**config.mk**
```make
export PLATFORM = sky130hd
export DESIGN_NAME = srg_ctrl
export DESIGN_NICKNAME = d
export VERILOG_FILES = /design/src/hdl/srg_pkg.sv /design/src/hdl/srg_ctrl.sv
export SDC_FILE = /design/constraint.sdc
export NUM_CORES = 1
export LEC_CHECK = 0
export BUFFER_PORTS_ARGS = -buffer_cell sky130_fd_sc_hd__buf_2
export CAP_MARGIN = 20
export CORE_AREA = 5 5 42 44
export DETAILED_ROUTE_END_ITERATION = 10
export DIE_AREA = 0 0 47 49
export PLACE_DENSITY = 0.85
export SLEW_MARGIN = 20
export SYNTH_ARGS = -nofsm -noshare
export SYNTH_HDL_FRONTEND = slang
export SYNTH_SLANG_ARGS = --single-unit
```
**constraint.sdc**
```tcl
create_clock -name clock -period 2.5 [get_ports clock]
set_clock_uncertainty 0.15 [all_clocks]
set_input_delay 0 -clock clock [delete_from_list [all_inputs] [get_ports clock]]
set_output_delay 0 -clock clock [all_outputs]
set_load 0.02 [all_outputs]
```
**src/hdl/srg_pkg.sv**
```systemverilog
package srg_pkg;

   localparam int HEIGHT_DEF      = 128;
   localparam int WIDTH_DEF       = 128;
   localparam int MAX_REGIONS_DEF = 15;
   localparam int VALUE_BITS_DEF  = 16;

   localparam logic [1:0] OP_LOAD = 2'd0;
   localparam logic [1:0] OP_RUN  = 2'd1;
   localparam logic [1:0] OP_READ = 2'd2;

   localparam logic [1:0] CSR_GROW_FRACTION = 2'd0;
   localparam logic [1:0] CSR_MIN_PEAK      = 2'd1;
   localparam logic [1:0] CSR_MAX_REGIONS   = 2'd2;

   localparam logic [16:0] GROW_FRACTION_RST = 17'd32768;
   localparam logic [15:0] MIN_PEAK_RST      = 16'd3277;
   localparam logic [3:0]  MAX_REGIONS_RST   = 4'd5;

   // pixel status codes
   localparam logic [1:0] ST_USED = 2'd0;
   localparam logic [1:0] ST_FREE = 2'd1;
   localparam logic [1:0] ST_CUR  = 2'd2;

   // neighbour offset codes
   localparam logic [1:0] OFF_MINUS = 2'd0;
   localparam logic [1:0] OFF_ZERO  = 2'd1;
   localparam logic [1:0] OFF_PLUS  = 2'd2;

   typedef struct packed {
      logic [1:0]  operation;
      logic [6:0]  row;
      logic [6:0]  col;
      logic [15:0] value;
   } req_type;

   typedef struct packed {
      logic [3:0] label;
      logic [3:0] region_count;
   } rsp_type;

   typedef enum logic [3:0] {
      S_IDLE,
      S_CLEAR,
      S_SEARCH,
      S_SRCH_WAIT,
      S_SRCH_END,
      S_SEED,
      S_POP,
      S_POP_WAIT,
      S_NB,
      S_NB_EVAL,
      S_FIN,
      S_CHECK,
      S_DONE
   } state_type;

   typedef struct packed {
      logic load_px;
      logic read_lbl;
      logic run_start;
      logic clr_step;
      logic srch_step;
      logic seed;
      logic pop_issue;
      logic pop_load;
      logic nb_issue;
      logic nb_skip;
      logic nb_eval;
      logic fin_start;
      logic fin_step;
      logic done_rsp;
   } cmd_type;

   typedef struct packed {
      logic rd_pend;
      logic rsp_busy;
      logic sweep_last;
      logic found;
      logic pop_exit;
      logic nb_inb;
      logic nb_last;
      logic fin_done;
      logic stop;
   } stat_type;

   // neighbour order: row offset -1..1, then column offset -1..1, centre skipped
   function automatic logic [1:0] nb_row_off(input logic [2:0] k);
      logic [1:0] off;
      unique case (k)
         3'd0, 3'd1, 3'd2: off = OFF_MINUS;
         3'd3, 3'd4:       off = OFF_ZERO;
         default:          off = OFF_PLUS;
      endcase
      return off;
   endfunction

   function automatic logic [1:0] nb_col_off(input logic [2:0] k);
      logic [1:0] off;
      unique case (k)
         3'd0, 3'd3, 3'd5: off = OFF_MINUS;
         3'd1, 3'd6:       off = OFF_ZERO;
         default:          off = OFF_PLUS;
      endcase
      return off;
   endfunction

endpackage

```
**src/hdl/srg_ctrl.sv**
```systemverilog
module srg_ctrl (
   input  logic             clock,
   input  logic             reset,
   input  logic             req_valid,
   input  logic [1:0]       req_op,
   output logic             req_stall,
   input  srg_pkg::stat_type stat,
   output srg_pkg::cmd_type  cmd
);
   import srg_pkg::*;

   state_type state_ff, state_in;
   logic      accept;

   assign req_stall = (state_ff != S_IDLE) ||
                      ((req_op == OP_READ) && (stat.rd_pend || stat.rsp_busy));
   assign accept    = req_valid && !req_stall;

   always_ff @(posedge clock) begin
      if (reset) begin
         state_ff <= S_IDLE;
      end else begin
         state_ff <= state_in;
      end
   end

   always_comb begin
      state_in = state_ff;
      unique case (state_ff)
         S_IDLE:      if (accept && req_op == OP_RUN) state_in = S_CLEAR;
         S_CLEAR:     if (stat.sweep_last) state_in = S_SEARCH;
         S_SEARCH:    if (stat.sweep_last) state_in = S_SRCH_WAIT;
         S_SRCH_WAIT: state_in = S_SRCH_END;
         S_SRCH_END:  state_in = stat.found ? S_SEED : S_DONE;
         S_SEED:      state_in = S_POP;
         S_POP:       state_in = stat.pop_exit ? S_FIN : S_POP_WAIT;
         S_POP_WAIT:  state_in = S_NB;
         S_NB: begin
            if (stat.nb_inb) begin
               state_in = S_NB_EVAL;
            end else if (stat.nb_last) begin
               state_in = S_POP;
            end
         end
         S_NB_EVAL:   state_in = stat.nb_last ? S_POP : S_NB;
         S_FIN:       if (stat.fin_done) state_in = S_CHECK;
         S_CHECK:     state_in = stat.stop ? S_DONE : S_SEARCH;
         S_DONE:      if (!stat.rsp_busy) state_in = S_IDLE;
         default:     state_in = S_IDLE;
      endcase
   end

   always_comb begin
      cmd = '0;
      unique case (state_ff)
         S_IDLE: begin
            cmd.load_px   = accept && (req_op == OP_LOAD);
            cmd.read_lbl  = accept && (req_op == OP_READ);
            cmd.run_start = accept && (req_op == OP_RUN);
         end
         S_CLEAR:  cmd.clr_step  = 1'b1;
         S_SEARCH: cmd.srch_step = 1'b1;
         S_SEED:   cmd.seed      = 1'b1;
         S_POP: begin
            cmd.fin_start = stat.pop_exit;
            cmd.pop_issue = !stat.pop_exit;
         end
         S_POP_WAIT: cmd.pop_load = 1'b1;
         S_NB: begin
            cmd.nb_issue = stat.nb_inb;
            cmd.nb_skip  = !stat.nb_inb;
         end
         S_NB_EVAL: cmd.nb_eval  = 1'b1;
         S_FIN:     cmd.fin_step = 1'b1;
         S_DONE:    cmd.done_rsp = !stat.rsp_busy;
         default:   cmd = '0;
      endcase
   end

endmodule

```
==> results of run 1 <==
==> layout make-up <==
type / instances / area [um2] / share of cell area
timing repair buffer: 29 / 150 / 0.211
tap: 16 / 20.0 / 0.0282
clock buffer: 3 / 22.5 / 0.0317
multi-input combinational: 67 / 423 / 0.595
sequential: 4 / 80.1 / 0.113
inverter: 4 / 15.0 / 0.0211
==> worst max-delay path: cells and delay by family (launching register included) <==
family           cells  cell delay, ns
AO/OA/AOI/OAI        3            1.08
flip-flops           1            0.65
AND/OR/NAND/NOR      1            0.16
==> cell usage in the layout, fill, tap and decap left out, types with 3 or more instances in the layout <==
cell / count
buf_2: 28
nand2b_1: 11
nor2_1: 10
nor3_1: 6
nand2_1: 5
inv_1: 4
o21ai_0: 4
dfxtp_1: 4
nand3b_1: 3
a21oi_1: 3
clkbuf_4: 3
==> power by group through the flow <==
| stage | Clock (mW) | Combinational, mW | Sequential, mW |
|---|---|---|---|
| 3_3_place_gp | 0 | 0.402 | 0.172 |
| 6_report | 0.0747 | 0.409 | 0.176 |
| 4_1_cts | 0.0782 | 0.413 | 0.176 |
| 3_5_place_dp | 0 | 0.410 | 0.177 |
| 2_1_floorplan | 0 | 0.406 | 0.106 |
| 5_1_grt | 0.0845 | 0.454 | 0.192 |
==> final timing paths <==
path / start / endpoint / slack, ns / depth (start not counted)
worst max-delay path: state_ff[1]$_SDFFE_PP0P_ / state_ff[3]$_SDFFE_PP0P_ / 0.35 / 4
worst min-delay path: stat[0] / state_ff[3]$_SDFFE_PP0P_ / 0.12 / 4
worst max register to register: state_ff[1]$_SDFFE_PP0P_ / state_ff[3]$_SDFFE_PP0P_ / 0.35 / 4
worst min register to register: state_ff[2]$_SDFFE_PP0P_ / state_ff[2]$_SDFFE_PP0P_ / 0.52 / 2
==> per-stage QoR <==
stage,util,worst slack [ns],hold WS [ns],cells
6_report,0.507,0.354,0.119,123
5_1_grt,0.507,0.183,0.153,123
4_1_cts,0.507,0.354,0.105,123
3_5_place_dp,0.484,0.358,0.151,119
3_3_place_gp,0.484,0.420,0.145,119
2_1_floorplan,-,0.530,-0.0702,81
==> metal layers <==
layer / part of all wire / up-vias / global-route usage / routed length [um]
met4: 0 / 0 / 0.0276 / 0
li1: - / 349 / - / -
met5: 0 / - / 0 / 0
met2: 0.53 / 21 / 0.219 / 765
met3: 0.070 / 0 / 0.0332 / 100
met1: 0.40 / 301 / 0.167 / 568
==> cells by family after synthesis <==
group,share of synthesized area
flip-flops,0.144
XOR/XNOR,0.0158
multiplexers,0.0563
AND/OR/NAND/NOR,0.471
buffers and inverters,0.0946
AO/OA/AOI/OAI,0.218
==> reports/qor.csv, run 1 <==
metric,value,unit
Worst path max stage delay,0.65,ns
Final Cycle Share,0.858,
Max Clock Freq,0.466,GHz
# clock sinks,4,
Die H,49,um
Post-CTS Hold Fix Bufs,1,
number of port buffers,28,
std cell rows,14,
fin crit period,2.15,ns
core area,1400,um2
Layout Nets,123,
TNS Setup,0,ns
design area,711,um2
hold violation total from the final report,0,
"EDFF count, synth",0,
GRT overflow,0,
"top cells by count, synth","nand2b_1, nor2_1, nor3_1, nand2_1",
Net Switching,0.326,mW
switching share of power,0.494,
status,"finished, final reports clean",
wire length per cell,11.7,um
most area-hungry cell type in the Yosys netlist,dfxtp_1,
DIE AREA,2300,um2
max-cap viol count,0,
crit end category,flop,
first-pass GRT wire length,2350,um
Pre-antenna DRT Iters,4,
Post-Syn Instances,81,
placed cell areas,678,um2
Largest regs,state_ff (4),
Max Root-Sink Buffers,2,
Final Power,0.660,mW
data required time of the critical path,2.46,ns
part of the power in the clock network,0.113,
Slew Limit Headroom,0.643,
Pins Over Slew Limit,0,
setup repair bufs after CTS,0,
Yosys top cell area share,0.144,
kind of critical path,reg -> reg,
initial antenna violation count,0,
Post-synth top flop,dfxtp_1,
Slew @ Worst Pin,0.535,ns
via-per-instance ratio,5.46,
CTS resizes,0,
Filler cells,158,
pwr dens,928,nW/um2
Initial Util,0.396,
critical path startpoint category,flop,
final WL,1440,um
largest register by flop count,state_ff,
#FFs+latches synth,4,
vias in the first global route,573,
total CTS buffers,3,
cell chain of the critical path,nor4_1 -> a22o_1 -> a311o_1 -> o41a_1,
post-synthesis sequential area ratio,0.144,
DRC,0,
share of layout cells above drive strength 1,0.308,
Global Route Usage Sum,0.132,
Leakage,0.332,nW
Setup Viol. Count Final,0,
Starting DRT DRC Count,15,
most common cell in the netlist,nand2b_1,
Vias,671,
Synth Cell Area,556,um2
Int Pwr,0.334,mW
hold crit path type,in -> reg,
largest cells by area after synthesis,"dfxtp_1, nand2b_1, nor2_1",
RSZ-0062 raised after global routing,false,
Ports,29,
VDD IR max,0.000666,V
Die Wd,47,um
Root Driver,clkbuf_4,
Post-Synthesis Mean Instance Area,6.86,um2
CTS H-tree lvls,1,
clk slew on worst S/H paths,0.04,ns
hpwl dp,1160,um
register share of total power,0.267,
CTS tree,yes,
"Net Count, Synth",95,
diodes inserted,0,
Layout area overhead,27.9,%
worst-skew pair later-pin latency,0.22,ns
antenna-violating nets left,0,
largest net degree at the start of global routing,21,
Ys Warns,0,
Logic pwr share,0.619,
crit path DAT,2.10,ns
slowest CP cell,dfxtp_1,
GP Congestion,0.832,
synth unique cells,30,
max reg flops,4,
ys async rst share,0,
Worst Path Max Fanout,20,
(Power assumes the default switching activity.)
==> run 2, diff against run 1 <==
==> constraint.sdc (replaced) <==
create_clock -name clock -period 2.5 [get_ports clock]
set_clock_uncertainty 0.15 [all_clocks]
set_input_delay 0.25 -clock clock [delete_from_list [all_inputs] [get_ports clock]]
set_output_delay 0.25 -clock clock [all_outputs]
set_load 0.02 [all_outputs]
==> run 2 against run 1 <==
Against the previous run:
- first-iteration DRC count decreased by 27%
- design area decreased by 0.35%
- global-route usage increased by 0.48 points
- clock-buffer cell count unchanged
- critical path type unchanged
- largest cell class unchanged
==> reports/qor.csv, run 2 (synthesis results as in run 1) <==
metric,value,unit,change
R2R setup slack,0.33,ns,was 0.35 ns
hold crit path type,in -> reg,,unchanged
Die H,49,um,unchanged
Initial Util,0.396,,unchanged
fin crit period,2.17,ns,was 2.15 ns
Layout area overhead,27.5,%,was 27.9%
std cell rows,14,,unchanged
Slew @ Worst Pin,0.549,ns,was 0.535 ns
TNS Setup,0,ns,unchanged
# clock sinks,4,,unchanged
core area,1400,um2,unchanged
Pre-antenna DRT Iters,4,,unchanged
GP Congestion,0.823,,was 0.832
vias in the first global route,596,,was 573
reg2reg start,state_ff[1]$_SDFFE_PP0P_,,unchanged
wire length per cell,12.0,um,was 11.7 um
Ports,29,,unchanged
Post-CTS Hold Fix Bufs,0,,was 1
clk slew on worst S/H paths,0.03,ns,was 0.04 ns
cell chain of the critical path,nor4_1 -> a22o_1 -> a311o_1 -> o41a_1,,unchanged
hold depth,3,,was 4
Starting DRT DRC Count,11,,was 15
Slew Limit Headroom,0.633,,was 0.643
VDD IR max,0.000607,V,was 0.000666 V
Worst path max stage delay,0.65,ns,about the same
Max Root-Sink Buffers,2,,unchanged
RSZ-0062 raised after global routing,false,,unchanged
Final Power,0.673,mW,was 0.660 mW
crit end category,flop,,unchanged
CTS H-tree lvls,1,,unchanged
r2r endpoint,state_ff[3]$_SDFFE_PP0P_,,unchanged
DRC,0,,unchanged
Hold EP,state_ff[3]$_SDFFE_PP0P_,,unchanged
number of port buffers,28,,unchanged
Layout Nets,123,,unchanged
slowest CP cell,dfxtp_1,,unchanged
worst-skew pair later-pin latency,0.23,ns,was 0.22 ns
Max Clock Freq,0.460,GHz,was 0.466 GHz
Pins Over Slew Limit,0,,unchanged
total CTS buffers,3,,unchanged
Filler cells,149,,was 158
setup repair bufs after CTS,0,,unchanged
max-cap viol count,0,,unchanged
most frequent cells in the layout,"buf_2, nand2b_1, nor2_1",,unchanged
Setup Viol. Count Final,0,,unchanged
kind of critical path,reg -> reg,,unchanged
CTS tree,yes,,unchanged
initial antenna violation count,0,,unchanged
first-pass GRT wire length,2370,um,was 2350 um
sequential standard cell area,80.1,um2,unchanged
final WL,1480,um,was 1440 um
diodes inserted,0,,unchanged
Vias,676,,was 671
Die Wd,47,um,unchanged
pwr dens,951,nW/um2,was 928 nW/um2
CTS resizes,0,,unchanged
crit path DAT,2.12,ns,was 2.10 ns
largest net degree at the start of global routing,21,,unchanged
via-per-instance ratio,5.50,,was 5.46
Root Driver,clkbuf_4,,unchanged
Worst Path Max Fanout,20,,unchanged
share of layout cells above drive strength 1,0.318,,was 0.308
status,"finished, final reports clean",,unchanged
GRT overflow,0,,unchanged
Global Route Usage Sum,0.137,,was 0.132
data required time of the critical path,2.45,ns,was 2.46 ns
largest register by flop count,state_ff,,unchanged
hpwl dp,1170,um,was 1160 um
Largest regs,state_ff (4),,unchanged
R2R cell count,4,,unchanged
area of the multi-input gates,423,um2,unchanged
Worst Hold Launch,reset,,was stat[0]
critical path startpoint category,flop,,unchanged
Final Cycle Share,0.869,,was 0.858
antenna-violating nets left,0,,unchanged
hold violation total from the final report,0,,unchanged
DIE AREA,2300,um2,unchanged
"leading cell type in the layout, fill and taps excluded",buf_2,,unchanged
max reg flops,4,,unchanged
Leakage,0.333,nW,was 0.332 nW
==> run 2: cell types whose count changed in the layout (fill, tap and decap cells not counted) <==
cell,delta
buf_4,+1
dlygate4sd3_1,-1
==> run 2: power by group <==
part | total, mW | leakage [nW] | switching, mW | internal (mW)
combinational | 0.437 | 0.287 | 0.238 | 0.199
sequential | 0.160 | 0.0328 | 0.0723 | 0.0880
clock | 0.0763 | 0.0138 | 0.0229 | 0.0534
total | 0.673 | 0.333 | 0.333 | 0.340
==> run 2: cell type report <==
cell class	instances	area share
clock buffer	3	0.0318
inverter	4	0.0212
multi-input combinational	67	0.597
sequential	4	0.113
tap	16	0.0283
timing repair buffer	29	0.208
==> run 2: worst max-delay path by stage <==
stage,startpoint,to,depth (start not counted)
6_report,state_ff[1]$_SDFFE_PP0P_,state_ff[3]$_SDFFE_PP0P_,4
5_1_grt,state_ff[1]$_SDFFE_PP0P_,state_ff[3]$_SDFFE_PP0P_,4
4_1_cts,state_ff[1]$_SDFFE_PP0P_,state_ff[3]$_SDFFE_PP0P_,4
3_5_place_dp,state_ff[1]$_SDFFE_PP0P_,state_ff[3]$_SDFFE_PP0P_,4
3_3_place_gp,state_ff[1]$_SDFFE_PP0P_,state_ff[3]$_SDFFE_PP0P_,4
2_1_floorplan,state_ff[1]$_SDFFE_PP0P_,state_ff[3]$_SDFFE_PP0P_,4
==> run 2: layer usage <==
metal,wire length (um),GRT usage,up-vias
li1,-,-,345
met3,108,0.0554,2
met1,606,0.164,307
met4,15,0.0415,0
met2,747,0.217,22
met5,0,0,-
==> run 2: worst max-delay path: cells and delay by family (launching register included) <==
kind             cells  cell delay, ns
AND/OR/NAND/NOR      1            0.16
AO/OA/AOI/OAI        3            1.08
flip-flops           1            0.65
==> run 2: metrics by stage <==
stage	cell area [um2]	worst slack (ns)	util	hold slack [ns]	instances
4_1_cts	708	0.327	0.505	0.195	123
3_5_place_dp	686	0.338	0.489	0.429	120
5_1_grt	708	0.208	0.505	0.204	123
2_1_floorplan	556	0.530	-	0.264	81
3_3_place_gp	686	0.434	0.489	0.411	120
6_report	708	0.328	0.505	0.205	123
==> run 3, diff against run 2 <==
ABC_AREA = 1   (was not set)
CTS_BUF_LIST = sky130_fd_sc_hd__clkbuf_2 sky130_fd_sc_hd__clkbuf_4 sky130_fd_sc_hd__clkbuf_8   (was not set)
==> run 3 against run 2 <==
Against the previous run:
- sequential cell count unchanged
- via count up 13%
- wire length up 5.5%
- core utilization up 2.6 points
- clock-buffer cell count unchanged
- final cell count up 33%
- design area up 5.1%
- critical path depth up 2
- non-clock buffer count down 1
- combinational power up 11%
- sequential share of layout area down 0.55 points
- fmax up 16%
- highest routed layer is now met3
==> reports/qor.csv, run 3 <==
metric,value,unit,change
Die Wd,47,um,unchanged
critical path startpoint category,flop,,unchanged
Hold EP,state_ff[0]$_SDFFE_PP0P_,,was state_ff[3]$_SDFFE_PP0P_
Leakage,0.512,nW,was 0.333 nW
diodes inserted,0,,unchanged
kind of critical path,reg -> out,,was reg -> reg
Max Clock Freq,0.532,GHz,was 0.460 GHz
Max Root-Sink Buffers,2,,unchanged
Layout area overhead,32.5,%,was 27.5%
Initial Util,0.401,,was 0.396
DIE AREA,2300,um2,unchanged
GP Congestion,0.855,,was 0.823
VDD IR max,0.000476,V,was 0.000607 V
Pins Over Slew Limit,0,,unchanged
r2r endpoint,state_ff[1]$_SDFFE_PP0P_,,was state_ff[3]$_SDFFE_PP0P_
Filler cells,150,,was 149
vias in the first global route,671,,was 596
Synth Cell Area,562,um2,was 556 um2
final WL,1560,um,was 1480 um
crit end category,output pin,,was flop
Die H,49,um,unchanged
simple-gate portion of the synthesized area,0.653,,was 0.471
max-cap viol count,0,,unchanged
crit path DAT,1.48,ns,was 2.12 ns
R2R cell count,11,,was 4
status,"finished, final reports clean",,unchanged
CTS tree,yes,,unchanged
hold crit path type,in -> reg,,unchanged
Largest regs,state_ff (4),,unchanged
Worst Hold Launch,reset,,unchanged
Root Driver,clkbuf_4,,unchanged
largest net degree at the start of global routing,9,,was 21
Synth Area in XOR/XNOR,0,,was 0.0158
Yosys top cell area share,0.241,,was 0.144
CTS resizes,0,,unchanged
ys async rst share,0,,unchanged
most frequent cells in the layout,"nand2_1, buf_2, nor2_1",,"was buf_2, nand2b_1, nor2_1"
total CTS buffers,3,,unchanged
"leading cell type in the layout, fill and taps excluded",nand2_1,,was buf_2
DRC,0,,unchanged
pwr dens,928,nW/um2,was 951 nW/um2
Post-Synth Adder-Cell Area,0,,unchanged
largest cells by area after synthesis,"nand2_1, nor2_1, dfxtp_1",,"was dfxtp_1, nand2b_1, nor2_1"
most common cell in the netlist,nand2_1,,was nand2b_1
fin crit period,1.88,ns,was 2.17 ns
Util after Layout,0.531,,was 0.505
area of the multi-input gates,388,um2,was 423 um2
Post-Synthesis Mean Instance Area,4.80,um2,was 6.86 um2
std cell rows,14,,unchanged
Post-Syn Instances,117,,was 81
hpwl dp,1340,um,was 1170 um
hold depth,4,,was 3
Setup Viol. Count Final,0,,unchanged
Starting DRT DRC Count,15,,was 11
hold violation total from the final report,0,,unchanged
CTS H-tree lvls,1,,unchanged
Vias,761,,was 676
Slew @ Worst Pin,0.283,ns,was 0.549 ns
Ys Warns,0,,unchanged
TNS Setup,0,ns,unchanged
Global Route Usage Sum,0.146,,was 0.137
Post-synth top flop,dfxtp_1,,unchanged
core area,1400,um2,unchanged
data required time of the critical path,2.10,ns,was 2.45 ns
multiplexer share of the synthesized area,0,,was 0.0563
antenna-violating nets left,0,,unchanged
Final Power,0.691,mW,was 0.673 mW
largest register by flop count,state_ff,,unchanged
Layout Nets,164,,was 123
RSZ-0062 raised after global routing,false,,unchanged
synth unique cells,15,,was 30
most area-hungry cell type in the Yosys netlist,nand2_1,,was dfxtp_1
sequential standard cell area,80.1,um2,unchanged
#FFs+latches synth,4,,unchanged
reg2reg start,state_ff[3]$_SDFFE_PP0P_,,was state_ff[1]$_SDFFE_PP0P_
GRT overflow,0,,unchanged
max reg flops,4,,unchanged
Post-CTS Hold Fix Bufs,0,,unchanged
number of port buffers,28,,unchanged
wire length per cell,9.51,um,was 12.0 um
Pre-antenna DRT Iters,4,,unchanged
Worst Path Max Fanout,6,,was 20
"EDFF count, synth",0,,unchanged
via-per-instance ratio,4.64,,was 5.50
share of layout cells above drive strength 1,0.297,,was 0.318
Final Cycle Share,0.752,,was 0.869
worst-skew pair later-pin latency,0.23,ns,about the same
setup repair bufs after CTS,0,,unchanged
clk slew on worst S/H paths,0.04,ns,was 0.03 ns
"top cells by count, synth","nand2_1, nor2_1, inv_1, nand3_1",,"was nand2b_1, nor2_1, nor3_1, nand2_1"
first-pass GRT wire length,2580,um,was 2370 um
"Net Count, Synth",131,,was 95
Ports,29,,unchanged
# clock sinks,4,,unchanged
R2R setup slack,0.96,ns,was 0.33 ns
initial antenna violation count,0,,unchanged
Slew Limit Headroom,0.811,,was 0.633
Synth Area in Compound Gates,0.0379,,was 0.218
largest family of logic cells by synthesized area,simple AND/OR/NAND/NOR gates,,unchanged
post-synthesis sequential area ratio,0.143,,was 0.144
-- run 3: cell types whose count changed after synthesis, sizes merged, moves of 3 or more --
cell,delta
nand2,+33
nor2,+22
inv,+21
nand2b,-11
nand3,+6
clkbuf,-4
nand3b,-3
o21ai,-3
-- run 3: cell families after synthesis --
family,count (synthesis)
AND/OR/NAND/NOR,84
AO/OA/AOI/OAI,4
flip-flops,4
buffers and inverters,25
-- run 3: worst max-delay path by stage --
stage | start | to | slack [ns] | cells past startpoint
2_1_floorplan | state_ff[2]$_SDFFE_PP0P_ | cmd[11] | 0.85 | 5
6_report | state_ff[2]$_SDFFE_PP0P_ | cmd[13] | 0.62 | 6
3_3_place_gp | state_ff[1]$_SDFFE_PP0P_ | cmd[7] | 0.96 | 5
5_1_grt | state_ff[1]$_SDFFE_PP0P_ | cmd[12] | 0.49 | 6
4_1_cts | state_ff[2]$_SDFFE_PP0P_ | cmd[13] | 0.63 | 6
3_5_place_dp | state_ff[2]$_SDFFE_PP0P_ | cmd[13] | 0.89 | 6
-- run 3: critical path, stage by stage, from the launching register on --
cell and delay, ns:
dfxtp_1 0.36, nor2_2 0.25, nand2_1 0.10, inv_1 0.07, nand3_1 0.11, nor3_1 0.16
buf_2 0.20
-- run 3: metal layers --
metal	vias to the layer above	wire, um	track usage
met5	-	0	0
met4	0	0	0.0553
met3	0	78	0.0148
met2	15	835	0.251
met1	331	645	0.176
li1	415	-	-
-- run 3: final cells by class --
cell class                      instances  share of cell area
Multi-Input combinational cell         88               0.521
Timing Repair Buffer                   28               0.188
Inverter                               25               0.126
Sequential cell                         4               0.108
Clock buffer                            3              0.0303
Tap cell                               16              0.0269
-- run 3: report_power, final --
group	total [mW]	internal (mW)	switching, mW	leakage, nW
clock	0.0783	0.0536	0.0247	0.0138
sequential	0.129	0.0881	0.0407	0.0332
combinational	0.484	0.158	0.325	0.465
-- run 3: per-stage QoR --
step                cells  cell area (um2)  hold WS, ns  setup WS (ns)
finish                164              744        0.142          0.620
global route          164              744        0.159          0.491
CTS                   164              744        0.135          0.629
detailed placement    161              722        0.385          0.889
global placement      161              722        0.379          0.956
floorplan             117              562        0.279          0.851
